<file path="src/hw/rtl/tns_pkg.sv">
`default_nettype none
package tns_pkg;

  localparam int QUEUE_DEPTH = 16;
  localparam int PTR_W       = $clog2(QUEUE_DEPTH);
  localparam int CNT_W       = $clog2(QUEUE_DEPTH + 1);

  localparam int FREQ_W = 15;
  localparam int DUR_W  = 16;
  localparam int REP_W  = 8;
  localparam int GAP_W  = 16;
  localparam int LVL_W  = 5;

  localparam int IN_DATA_W  = 56;
  localparam int OUT_DATA_W = 24;

  // Operation codes carried in tuser
  localparam logic OP_PUSH = 1'b0;
  localparam logic OP_TICK = 1'b1;

  // Stored note; lead counts the phase-less notes queued just ahead of it
  typedef struct packed {
    logic [CNT_W-1:0]  lead;
    logic [GAP_W-1:0]  gap;
    logic [REP_W-1:0]  rep;
    logic [DUR_W-1:0]  dur;
    logic [FREQ_W-1:0] freq;
  } qent_t;

  // A note that has no phase of nonzero length and ends without a tick
  function automatic logic note_is_empty(input logic [FREQ_W-1:0] freq,
                                         input logic [DUR_W-1:0]  dur,
                                         input logic [REP_W-1:0]  rep,
                                         input logic [GAP_W-1:0]  gap);
    note_is_empty = (dur == '0) &&
                    ((freq == '0) || (rep <= REP_W'(1)) || (gap == '0));
  endfunction

endpackage
`default_nettype wire

</file>
<file path="src/hw/rtl/tone_note_sequencer.sv">
`default_nettype none
// A result beat is registered in the output register, or in the skid stage while
// out_* stalls. Throughput: one beat per cycle while in_tready is high; the output
// register plus a one-beat skid stage keep in_tready high while a single result
// waits, so a stall on out_* costs nothing until both registers hold a result.
// Reset (rst_n low, synchronous): note queue empty, player idle, no result pending.
// Queue storage is not cleared; only written entries are ever read.
module tone_note_sequencer
  import tns_pkg::*;
(
  input  wire logic                  clk,
  input  wire logic                  rst_n,
  input  wire logic                  in_tvalid,
  output logic                       in_tready,
  // [14:0] note_frequency, [30:15] note_duration_ms, [38:31] note_repeats,
  // [54:39] note_gap_ms, [55] zero
  input  wire logic [IN_DATA_W-1:0]  in_tdata,
  // [0] operation
  input  wire logic                  in_tuser,
  output logic                       out_tvalid,
  input  wire logic                  out_tready,
  // [14:0] tone_frequency, [15] tone_on, [16] busy_res, [17] push_rejected,
  // [22:18] queue_level, [23] zero
  output logic [OUT_DATA_W-1:0]      out_tdata
);

  typedef enum logic [1:0] {
    PH_IDLE   = 2'd0,
    PH_TONE   = 2'd1,
    PH_SILENT = 2'd2,
    PH_GAP    = 2'd3
  } phase_t;

  // Input beat fields
  logic [FREQ_W-1:0] in_freq;
  logic [DUR_W-1:0]  in_dur;
  logic [REP_W-1:0]  in_rep;
  logic [GAP_W-1:0]  in_gap;
  logic              in_fire;
  logic              out_fire;

  assign in_freq = in_tdata[14:0];
  assign in_dur  = in_tdata[30:15];
  assign in_rep  = in_tdata[38:31];
  assign in_gap  = in_tdata[54:39];

  // Queue: only notes with playable phases are stored. Phase-less notes are
  // counted in front of the next stored note (lead) or at the tail (trail).
  qent_t            q_mem_r [QUEUE_DEPTH];
  qent_t            head_ent;
  logic             q_wr_en;
  logic [PTR_W-1:0] head_r, head_nxt;
  logic [PTR_W-1:0] tail_r, tail_nxt;
  logic [CNT_W-1:0] real_cnt_r, real_cnt_nxt;    // stored entries
  logic [CNT_W-1:0] total_cnt_r, total_cnt_nxt;  // notes waiting, as reported
  logic [CNT_W-1:0] trail_r, trail_nxt;          // phase-less notes after last stored

  // Player
  phase_t            phase_r, phase_nxt;
  logic [DUR_W-1:0]  ticks_r, ticks_nxt;
  logic [REP_W-1:0]  reps_r, reps_nxt;
  logic [FREQ_W-1:0] cur_freq_r, cur_freq_nxt;
  logic [DUR_W-1:0]  cur_dur_r, cur_dur_nxt;
  logic [GAP_W-1:0]  cur_gap_r, cur_gap_nxt;

  // Result
  logic [FREQ_W-1:0]     res_freq;
  logic                  res_on;
  logic                  res_busy;
  logic                  res_rej;
  logic [OUT_DATA_W-1:0] res_data;

  logic                  out_valid_r;
  logic [OUT_DATA_W-1:0] out_data_r;
  logic                  skid_valid_r;
  logic [OUT_DATA_W-1:0] skid_data_r;

  assign in_tready = !skid_valid_r;
  assign in_fire   = in_tvalid && in_tready;
  assign out_fire  = out_valid_r && out_tready;
  assign out_tvalid = out_valid_r;
  assign out_tdata  = out_data_r;

  assign head_ent = q_mem_r[head_r];

  always_comb begin
    head_nxt      = head_r;
    tail_nxt      = tail_r;
    real_cnt_nxt  = real_cnt_r;
    total_cnt_nxt = total_cnt_r;
    trail_nxt     = trail_r;
    phase_nxt     = phase_r;
    ticks_nxt     = ticks_r;
    reps_nxt      = reps_r;
    cur_freq_nxt  = cur_freq_r;
    cur_dur_nxt   = cur_dur_r;
    cur_gap_nxt   = cur_gap_r;
    q_wr_en       = 1'b0;
    res_freq      = '0;
    res_on        = 1'b0;
    res_rej       = 1'b0;

    if (in_fire) begin
      if (in_tuser == OP_PUSH) begin
        if (total_cnt_r >= CNT_W'(QUEUE_DEPTH)) begin
          res_rej = 1'b1;
        end else begin
          total_cnt_nxt = total_cnt_r + CNT_W'(1);
          if (note_is_empty(in_freq, in_dur, in_rep, in_gap)) begin
            trail_nxt = trail_r + CNT_W'(1);
          end else begin
            q_wr_en      = 1'b1;
            trail_nxt    = '0;
            real_cnt_nxt = real_cnt_r + CNT_W'(1);
            tail_nxt     = (tail_r == PTR_W'(QUEUE_DEPTH - 1)) ? '0 : tail_r + PTR_W'(1);
          end
        end
      end else begin
        // Idle: pop the phase-less notes ahead and the next playable note, or the trailing ones
        if (phase_r == PH_IDLE) begin
          if (real_cnt_r != '0) begin
            total_cnt_nxt = total_cnt_r - head_ent.lead - CNT_W'(1);
            real_cnt_nxt  = real_cnt_r - CNT_W'(1);
            head_nxt      = (head_r == PTR_W'(QUEUE_DEPTH - 1)) ? '0 : head_r + PTR_W'(1);
            cur_freq_nxt  = head_ent.freq;
            cur_dur_nxt   = head_ent.dur;
            cur_gap_nxt   = head_ent.gap;
            if (head_ent.freq == '0) begin
              phase_nxt = PH_SILENT;
              ticks_nxt = head_ent.dur;
              reps_nxt  = '0;
            end else if (head_ent.dur != '0) begin
              phase_nxt = PH_TONE;
              ticks_nxt = head_ent.dur;
              reps_nxt  = (head_ent.rep == '0) ? REP_W'(1) : head_ent.rep;
            end else begin
              // Zero-length tone: go straight to the first gap
              phase_nxt = PH_GAP;
              ticks_nxt = head_ent.gap;
              reps_nxt  = head_ent.rep - REP_W'(1);
            end
          end else begin
            total_cnt_nxt = '0;
            trail_nxt     = '0;
          end
        end

        // Play one millisecond, then skip any phases left with no time
        if (phase_nxt != PH_IDLE) begin
          if (phase_nxt == PH_TONE) begin
            res_freq = cur_freq_nxt;
            res_on   = 1'b1;
          end
          ticks_nxt = ticks_nxt - DUR_W'(1);
          if (ticks_nxt == '0) begin
            unique case (phase_nxt)
              PH_TONE: begin
                reps_nxt = reps_nxt - REP_W'(1);
                if (reps_nxt == '0) begin
                  phase_nxt = PH_IDLE;
                end else if (cur_gap_nxt != '0) begin
                  phase_nxt = PH_GAP;
                  ticks_nxt = cur_gap_nxt;
                end else begin
                  ticks_nxt = cur_dur_nxt;
                end
              end
              PH_GAP: begin
                if (cur_dur_nxt != '0) begin
                  phase_nxt = PH_TONE;
                  ticks_nxt = cur_dur_nxt;
                end else begin
                  reps_nxt = reps_nxt - REP_W'(1);
                  if (reps_nxt == '0) begin
                    phase_nxt = PH_IDLE;
                  end else begin
                    ticks_nxt = cur_gap_nxt;
                  end
                end
              end
              PH_SILENT: begin
                phase_nxt = PH_IDLE;
              end
              PH_IDLE: begin
              end
            endcase
          end
        end
      end
    end

    res_busy = (phase_nxt != PH_IDLE) || (total_cnt_nxt != '0);
    res_data = {1'b0, LVL_W'(total_cnt_nxt), res_rej, res_busy, res_on, res_freq};
  end

  // Queue storage: write at tail, no reset
  always_ff @(posedge clk) begin
    if (q_wr_en) begin
      q_mem_r[tail_r] <= '{lead: trail_r, gap: in_gap, rep: in_rep,
                           dur: in_dur, freq: in_freq};
    end
  end

  always_ff @(posedge clk) begin
    if (!rst_n) begin
      head_r       <= '0;
      tail_r       <= '0;
      real_cnt_r   <= '0;
      total_cnt_r  <= '0;
      trail_r      <= '0;
      phase_r      <= PH_IDLE;
      ticks_r      <= '0;
      reps_r       <= '0;
      cur_freq_r   <= '0;
      cur_dur_r    <= '0;
      cur_gap_r    <= '0;
      out_valid_r  <= 1'b0;
      skid_valid_r <= 1'b0;
    end else begin
      head_r      <= head_nxt;
      tail_r      <= tail_nxt;
      real_cnt_r  <= real_cnt_nxt;
      total_cnt_r <= total_cnt_nxt;
      trail_r     <= trail_nxt;
      phase_r     <= phase_nxt;
      ticks_r     <= ticks_nxt;
      reps_r      <= reps_nxt;
      cur_freq_r  <= cur_freq_nxt;
      cur_dur_r   <= cur_dur_nxt;
      cur_gap_r   <= cur_gap_nxt;

      // Drain the skid beat first; otherwise land new results in the output
      // register, or hold them in the skid stage while the output stalls
      if (skid_valid_r) begin
        if (out_fire) begin
          skid_valid_r <= 1'b0;
        end
      end else if (in_fire) begin
        if (out_valid_r && !out_tready) begin
          skid_valid_r <= 1'b1;
        end else begin
          out_valid_r <= 1'b1;
        end
      end else if (out_fire) begin
        out_valid_r <= 1'b0;
      end
    end
  end

  // Payload of output and skid registers
  always_ff @(posedge clk) begin
    if (skid_valid_r) begin
      if (out_fire) begin
        out_data_r <= skid_data_r;
      end
    end else if (in_fire) begin
      if (out_valid_r && !out_tready) begin
        skid_data_r <= res_data;
      end else begin
        out_data_r <= res_data;
      end
    end
  end

endmodule
`default_nettype wire
</file>
<file path="config.mk">
export PLATFORM = sky130hd
export DESIGN_NAME = tone_note_sequencer
export DESIGN_NICKNAME = d
export VERILOG_FILES = /design/src/hw/rtl/tns_pkg.sv /design/src/hw/rtl/tone_note_sequencer.sv
export SDC_FILE = /design/constraint.sdc
export NUM_CORES = 1
export LEC_CHECK = 0
export ABC_AREA = 1
export BUFFER_PORTS_ARGS = -buffer_cell sky130_fd_sc_hd__buf_2
export CORE_UTILIZATION = 33
export CTS_CLUSTER_SIZE = 25
export DETAILED_ROUTE_END_ITERATION = 8
export PLACE_DENSITY = 0.56
export SYNTH_ARGS = -nofsm -noshare
export SYNTH_HDL_FRONTEND = slang
export SYNTH_SLANG_ARGS = --single-unit
export TNS_END_PERCENT = 100
</file>
<file path="constraint.sdc">
create_clock -name clk -period 12.1 [get_ports clk]
set_clock_uncertainty 0.15 [all_clocks]
set_input_delay 2.42 -clock clk [delete_from_list [all_inputs] [get_ports clk]]
set_output_delay 2.42 -clock clk [all_outputs]
set_load 0.03 [all_outputs]
</file>
* After elaboration in Yosys (flattened, before gate mapping)
Memory sizes are Yosys's and may differ from the RTL's. A register that Yosys moved wholly into a read port is not among the register bits.
Cells that the tools add are included.
** Operators by class
- Reductions and logical operators :: 34
- $add $sub $neg :: 11
- $lt $le $gt $ge :: 2
- Equality and inequality tests :: 13
- Mux-type cells :: 93
- Bitwise gates (word level) :: 4
** Operator list (count)
- $mux 16 :: 20
- $mux 24 :: 4
- $mux 8 :: 10
- $mux 15 :: 5
- $mux 5 :: 15
- $logic_not 16->1 :: 3
- $reduce_bool 16->1 :: 3
- $pmux 16 s2 :: 1
- $logic_not 15->1 :: 2
- $mux 2 :: 14
- $mux 1 :: 18
- $logic_not 8->1 :: 2
- $mux 4 :: 4
- $pmux 8 s2 :: 1
- $sub 16x1->16 const B :: 1
- $sub 8x1->8 const B :: 2
- $add 5x1->5 const B :: 3
- $ne 2x2->1 const B :: 6
- $reduce_and 4->1 :: 3
- $reduce_bool 5->1 :: 2
- $sub 5x1->5 const B :: 2
- $reduce_and 3->1 :: 3
- $add 4x1->4 const B :: 2
- $eq 4x4->1 const B :: 2
- other kinds (15) :: 29
** Word-level totals
- Bits in writable memories :: 960
- Memories :: 1
- Output and inout bits :: 26
- Register bits after elaboration :: 145
- Word-level logic and storage cells :: 173
** Memories
- q_mem_r :: depth 16, width 60, rd ports 1, clocked after Yosys merged registers in 1, wr ports 1, line tone_note_sequencer.sv:49 : qent_t q_mem_r [QUEUE_DEPTH];

* Longest topological paths before layout
- Depth after elaboration :: 22
- Mapped depth :: 41
- Mapped depth without buffers :: 36

* Least setup slack after synthesis
No wires, ideal clock.
- Kind :: input -> register
- Start point :: in in_tvalid
- End point :: mem q_mem_r[0][0] (netlist bit), enable pin
- Arrival :: 5.964 ns
- Path buffers :: 0
- Library setup time :: 0.478 ns
- Path slack :: 5.508 ns
- Stages on the path :: 8
- Required time :: 11.472 ns
- Cells stage by stage :: nand2_1 > nor2_1 > inv_1 > nor2_1 > inv_1 > nor2_1 > nand2_1 > nor2_1
** Between the ends
- Word-level cells in the longest chain between the ends :: 4
** Ends and longest elaborated chain
- start: declaration :: line tone_note_sequencer.sv:13 : input wire logic in_tvalid,
- $logic_and 1x1->1 :: line tone_note_sequencer.sv:79 : assign in_fire = in_tvalid && in_tready;
- $mux 1 :: line tone_note_sequencer.sv:103 : if (in_fire) begin
- $mux 1 :: line tone_note_sequencer.sv:198 : if (q_wr_en) begin
- $mux 1 (implied by the code) :: line tone_note_sequencer.sv:199 : q_mem_r[tail_r] <= '{lead: trail_r, gap: in_gap, rep: in_rep,
- end: declaration :: line tone_note_sequencer.sv:49
Every way passes these cells.

==> results.md <==
Detailed routing:
- The pre-antenna-repair detailed-routing pass consisted of 5 iterations.
- The number of DRC markers after the initial detailed-route iteration is 2842.
- The average wire per standard cell is 20.3 microns.
- The remaining antenna violation count after routing is 0.
- The detail-routed via count per cell is 5.01.
- For this block, the via count after detailed routing is 32900.
- The DRC violation count after routing is 0.
- The wire length reported by the detailed router is 134000 microns.

Setup path:
- The required time reported for the critical path endpoint is 12.39 ns.
- The worst setup path is captured at a flop.
- The worst setup path is launched from a flop.
- The largest fanout of any net on the critical path is 203.
- By startpoint and endpoint, the worst setup path is classified as reg -> reg.
- Among all stages on the critical path, the largest delay is contributed by dfxtp_4.
- The worst path arrival time is 8.14 ns.
- The cell that appears most often on the critical path is nand2_1.
- The biggest cell delay along the critical path is 0.90 ns.

Min path:
- The worst hold path begins at ticks_r[15].
- The path class of the lowest-slack min-delay path is reg -> reg.

STA:
- Setup violations remaining at the end of the flow were counted as 0.
- Setup repair after global routing left no endpoint under its margin.
- The number of max-slew violations in the final report came to 0.
- Setup slack on the critical path of the routed design comes to 4.25 ns.
- The part of the cycle the worst path needs is 64.9%.
- The maximum clock rate is 127 MHz.
- Measured against its own limit, the worst slew margin works out to 20.7%.
- Summed over all failing endpoints, the final setup total negative slack is 0 ns.
- The final number of hold-violating endpoints is 0.
- For the pin with the worst max-slew slack, the measured transition is 1.19 ns.
- The time the worst path needs with I/O delays and setup is 7.85 ns.

Cells and area:
- The final layout contains 4640 nets.
- The finished cells cover 53900 sq um.
- The fraction of final layout cells sized beyond drive strength 1 is 8.72%.
- Excluding fillers, the count of instances in the completed layout stands at 6566.
- The layout-stage area growth over the synthesis result is 11.3%.
- The final standard cell utilization of the core is 37.0%.

Logic synthesis:
- In this run the cell area of the synthesized design comes to 48400 sq um.
- Summed over its instances, the top area cell type makes up 62.4% of the synthesized netlist area.
- The sequential element share of the synthesized area is 66.6%.
- The cell type with the largest total area after synthesis is edfxtp_1.
- The compound-gate portion of the synthesized area is 8.73%.
- In the synthesized netlist, the number of instances is 4571.
- The number of nets produced by synthesis is 4655.
- The predominant post-synthesis flop cell is edfxtp_1.
- The portion of netlist area occupied by mux cells is 0%.
- The simple-gate area share of the yosys netlist is 17.8%.
- Of all flip-flops after synthesis, the portion carrying an async set or reset was 0%.
- Summing the areas of all xor and xnor instances in the mapped netlist gives 0.199% of the synthesized area.
- Of the total synthesized cell area, the portion taken by full adders, half adders and majority gates is 0.626%.
- After synthesis, the cell types taking the most area are edfxtp_1, nand2_1, nor2_1, dfxtp_1, nand3_1.
- Yosys mapped a number of flops with a built-in enable equal to 1006.
- The yosys synthesis warning count is 0.
- The main combinational cell family by area after synthesis is simple AND/OR/NAND/NOR gates.
- After synthesis the netlist holds a flip-flop and latch count of 1108.
- Counting distinct cell types in the post-synthesis netlist gives 53.
- The average cell area after synthesis is 10.6 sq um.

Global routing:
- The first global-routing pass estimated 200000 microns of wire.
- The number of global-route vias before repair is 31100.
- Across every metal layer, demand over resource in global routing totals 17.9%.
- The maximum number of pins on one net before global-route repair is 204.
- Global routing finished with a remaining overflow of 0.
- The initial antenna violation count is 23.

Die:
- For this design the top-level I/O count stands at 87.
- The initial standard-cell utilization of the core is 33.2%.
- The die span in x is 385 microns.
- The total area inside the core boundary comes to 146000 sq um.
- The floorplan has 140 rows.
- The vertical die dimension is 385 microns.
- The total die area is 148000 sq um.

Placement:
- The count of input and output buffers is 84.
- Before CTS, the worst setup slack after placement is 4.35 ns.
- The cell area after placement is 50300 sq um.
- The placed instance count is 6359.
- At the end of routability-driven placement, the weighted congestion stood at 0.850.
- The placed wire-length estimate after detailed placement is 71400 microns.

Clock tree:
- Counting along the longest clock path gives a buffer depth of 3.
- The H-tree was split into 3 levels.
- The insertion delay of the later-clocked pin in the worst-skew pair is 0.75 ns.
- The post-CTS setup buffer count is 0.
- The clock-pin transition on the worst setup and hold timing paths is 0.06 ns.
- The clock buffer count from CTS is 112.
- The number of resized instances in the post-cts repair step is 0.
- After clock tree synthesis, the flow added hold-fix buffers numbering 0.
- The clock drives 1108 sinks.
- The CTS tree is yes.
- The clock root buffer is clkbuf_16.

Status:
- The flow ran to the end, and the final reports show no timing, DRC or antenna violations.

Power:
- Dividing total power by cell area gives a power density of 171 nW/um^2.
- VDD sags by at most 0.120 mV.
- In this run the static leakage power is 19.9 nW.

Run:
- The count of maximum capacitance violations is 0.
-- cell families (layout without fill, tap and decap cells) --
family                     count (synthesis)  in the layout
buffers and inverters                    635            710
other                                      1              4
xor gates and xnor gates                  11             11
adders and majority gates                 23             23
and+or+nand+nor                         2065           2065
AOI/OAI and AO/OA                        728            728
DFF                                     1108           1108
-- registers in the layout (all words and copies together), names as in the netlist, named ones only --
name          count
head_r            4
tail_r            4
out_tdata        23
cur_dur_r        16
phase_r           2
real_cnt_r        5
trail_r           5
skid_data_r      23
q_mem_r         960
ticks_r          16
total_cnt_r       5
reps_r            8
skid_valid_r      1
cur_freq_r       15
cur_gap_r        16
out_tvalid        1
-- layout by cell type (no fill, tap or decap), drive strengths merged, types with 13 or more instances in the layout --
cell and count:
dfxtp 102, edfxtp 1006, buf 128, clkinv 62, nor4 13, o21ai 429
o221ai 61, o211ai 75, o22ai 25, inv 374, nand4 27, nor2 567
a211oi 17, nand3 395, nand2 1027, clkbuf 135, a21oi 108, or2 19
ha 21
-- per-stage QoR --
step	hold slack, ns	power (mW)
floorplan	0.273	5.45
global route	0.325	9.61
finish	0.310	9.21
detailed placement	0.304	5.89
CTS	0.313	9.27
global placement	0.294	5.88
-- path summary, 6_finish.rpt --
check | end | slack [ns] | cells after the start
max reg2reg | out_tdata[16] | 4.25 | 31
min | ticks_r[15] | 0.31 | 2
min reg2reg | ticks_r[15] | 0.31 | 2
max | out_tdata[16] | 4.25 | 31
-- synthesized netlist by cell type (3+ instances only) --
library cell / n
nand2_1: 1011
edfxtp_1: 1006
nor2_1: 548
nand3_1: 388
o21ai_0: 375
inv_1: 350
a21oi_1: 107
dfxtp_1: 102
clkbuf_1: 86
buf_2: 82
o211ai_1: 75
o221ai_1: 61
o21ai_1: 52
buf_4: 39
buf_6: 28
nand4_1: 27
o22ai_1: 24
ha_1: 21
inv_2: 21
buf_1: 18
nand2_2: 16
or2_2: 15
nor4_1: 13
nor2_2: 11
a211oi_2: 9
a211oi_1: 8
a22oi_1: 8
xor2_1: 7
nand3_2: 6
nand3b_1: 6
nor2_4: 6
clkinv_1: 5
nor3_1: 5
or2_0: 4
xnor2_1: 4
a31oi_1: 3
and3_1: 3
buf_8: 3
-- power by group --
part | leakage (nW) | total, mW | switching, mW | internal [mW]
combinational | 8.15 | 1.52 | 1.11 | 0.408
clock | 1.74 | 3.39 | 1.49 | 1.91
sequential | 9.98 | 4.30 | 0.0442 | 4.26
total | 19.9 | 9.21 | 2.64 | 6.57
-- routing by layer --
layer  GRT usage, %  up-vias  part of all wire [%]
met2           29.4      953                    48
met5              0        -                 0.089
met3           2.85      192                   6.1
met4           5.01       20                   2.2
met1           24.3    16000                    44
li1               -    15700                     -
-- worst max-delay path, delay by kind of cell, from the launching register on --
| family | cells | cell delay, ns |
|---|---|---|
| and+or+nand+nor | 22 | 3.84 |
| buffers and inverters | 6 | 1.82 |
| DFF | 1 | 0.90 |
| AOI/OAI and AO/OA | 2 | 0.49 |
| adders and majority gates | 1 | 0.17 |
-- layout make-up --
cell class | count | area, sq um
multi-input combinational | 2828 | 13400
clock buffer | 135 | 2950
fill | 14200 | 91700
clock inverter | 69 | 621
sequential | 1108 | 32300
inverter | 378 | 1440
timing repair buffer | 128 | 801
tap | 1917 | 2400
antenna | 3 | 7.51
Power figures use the tool's default switching activity.
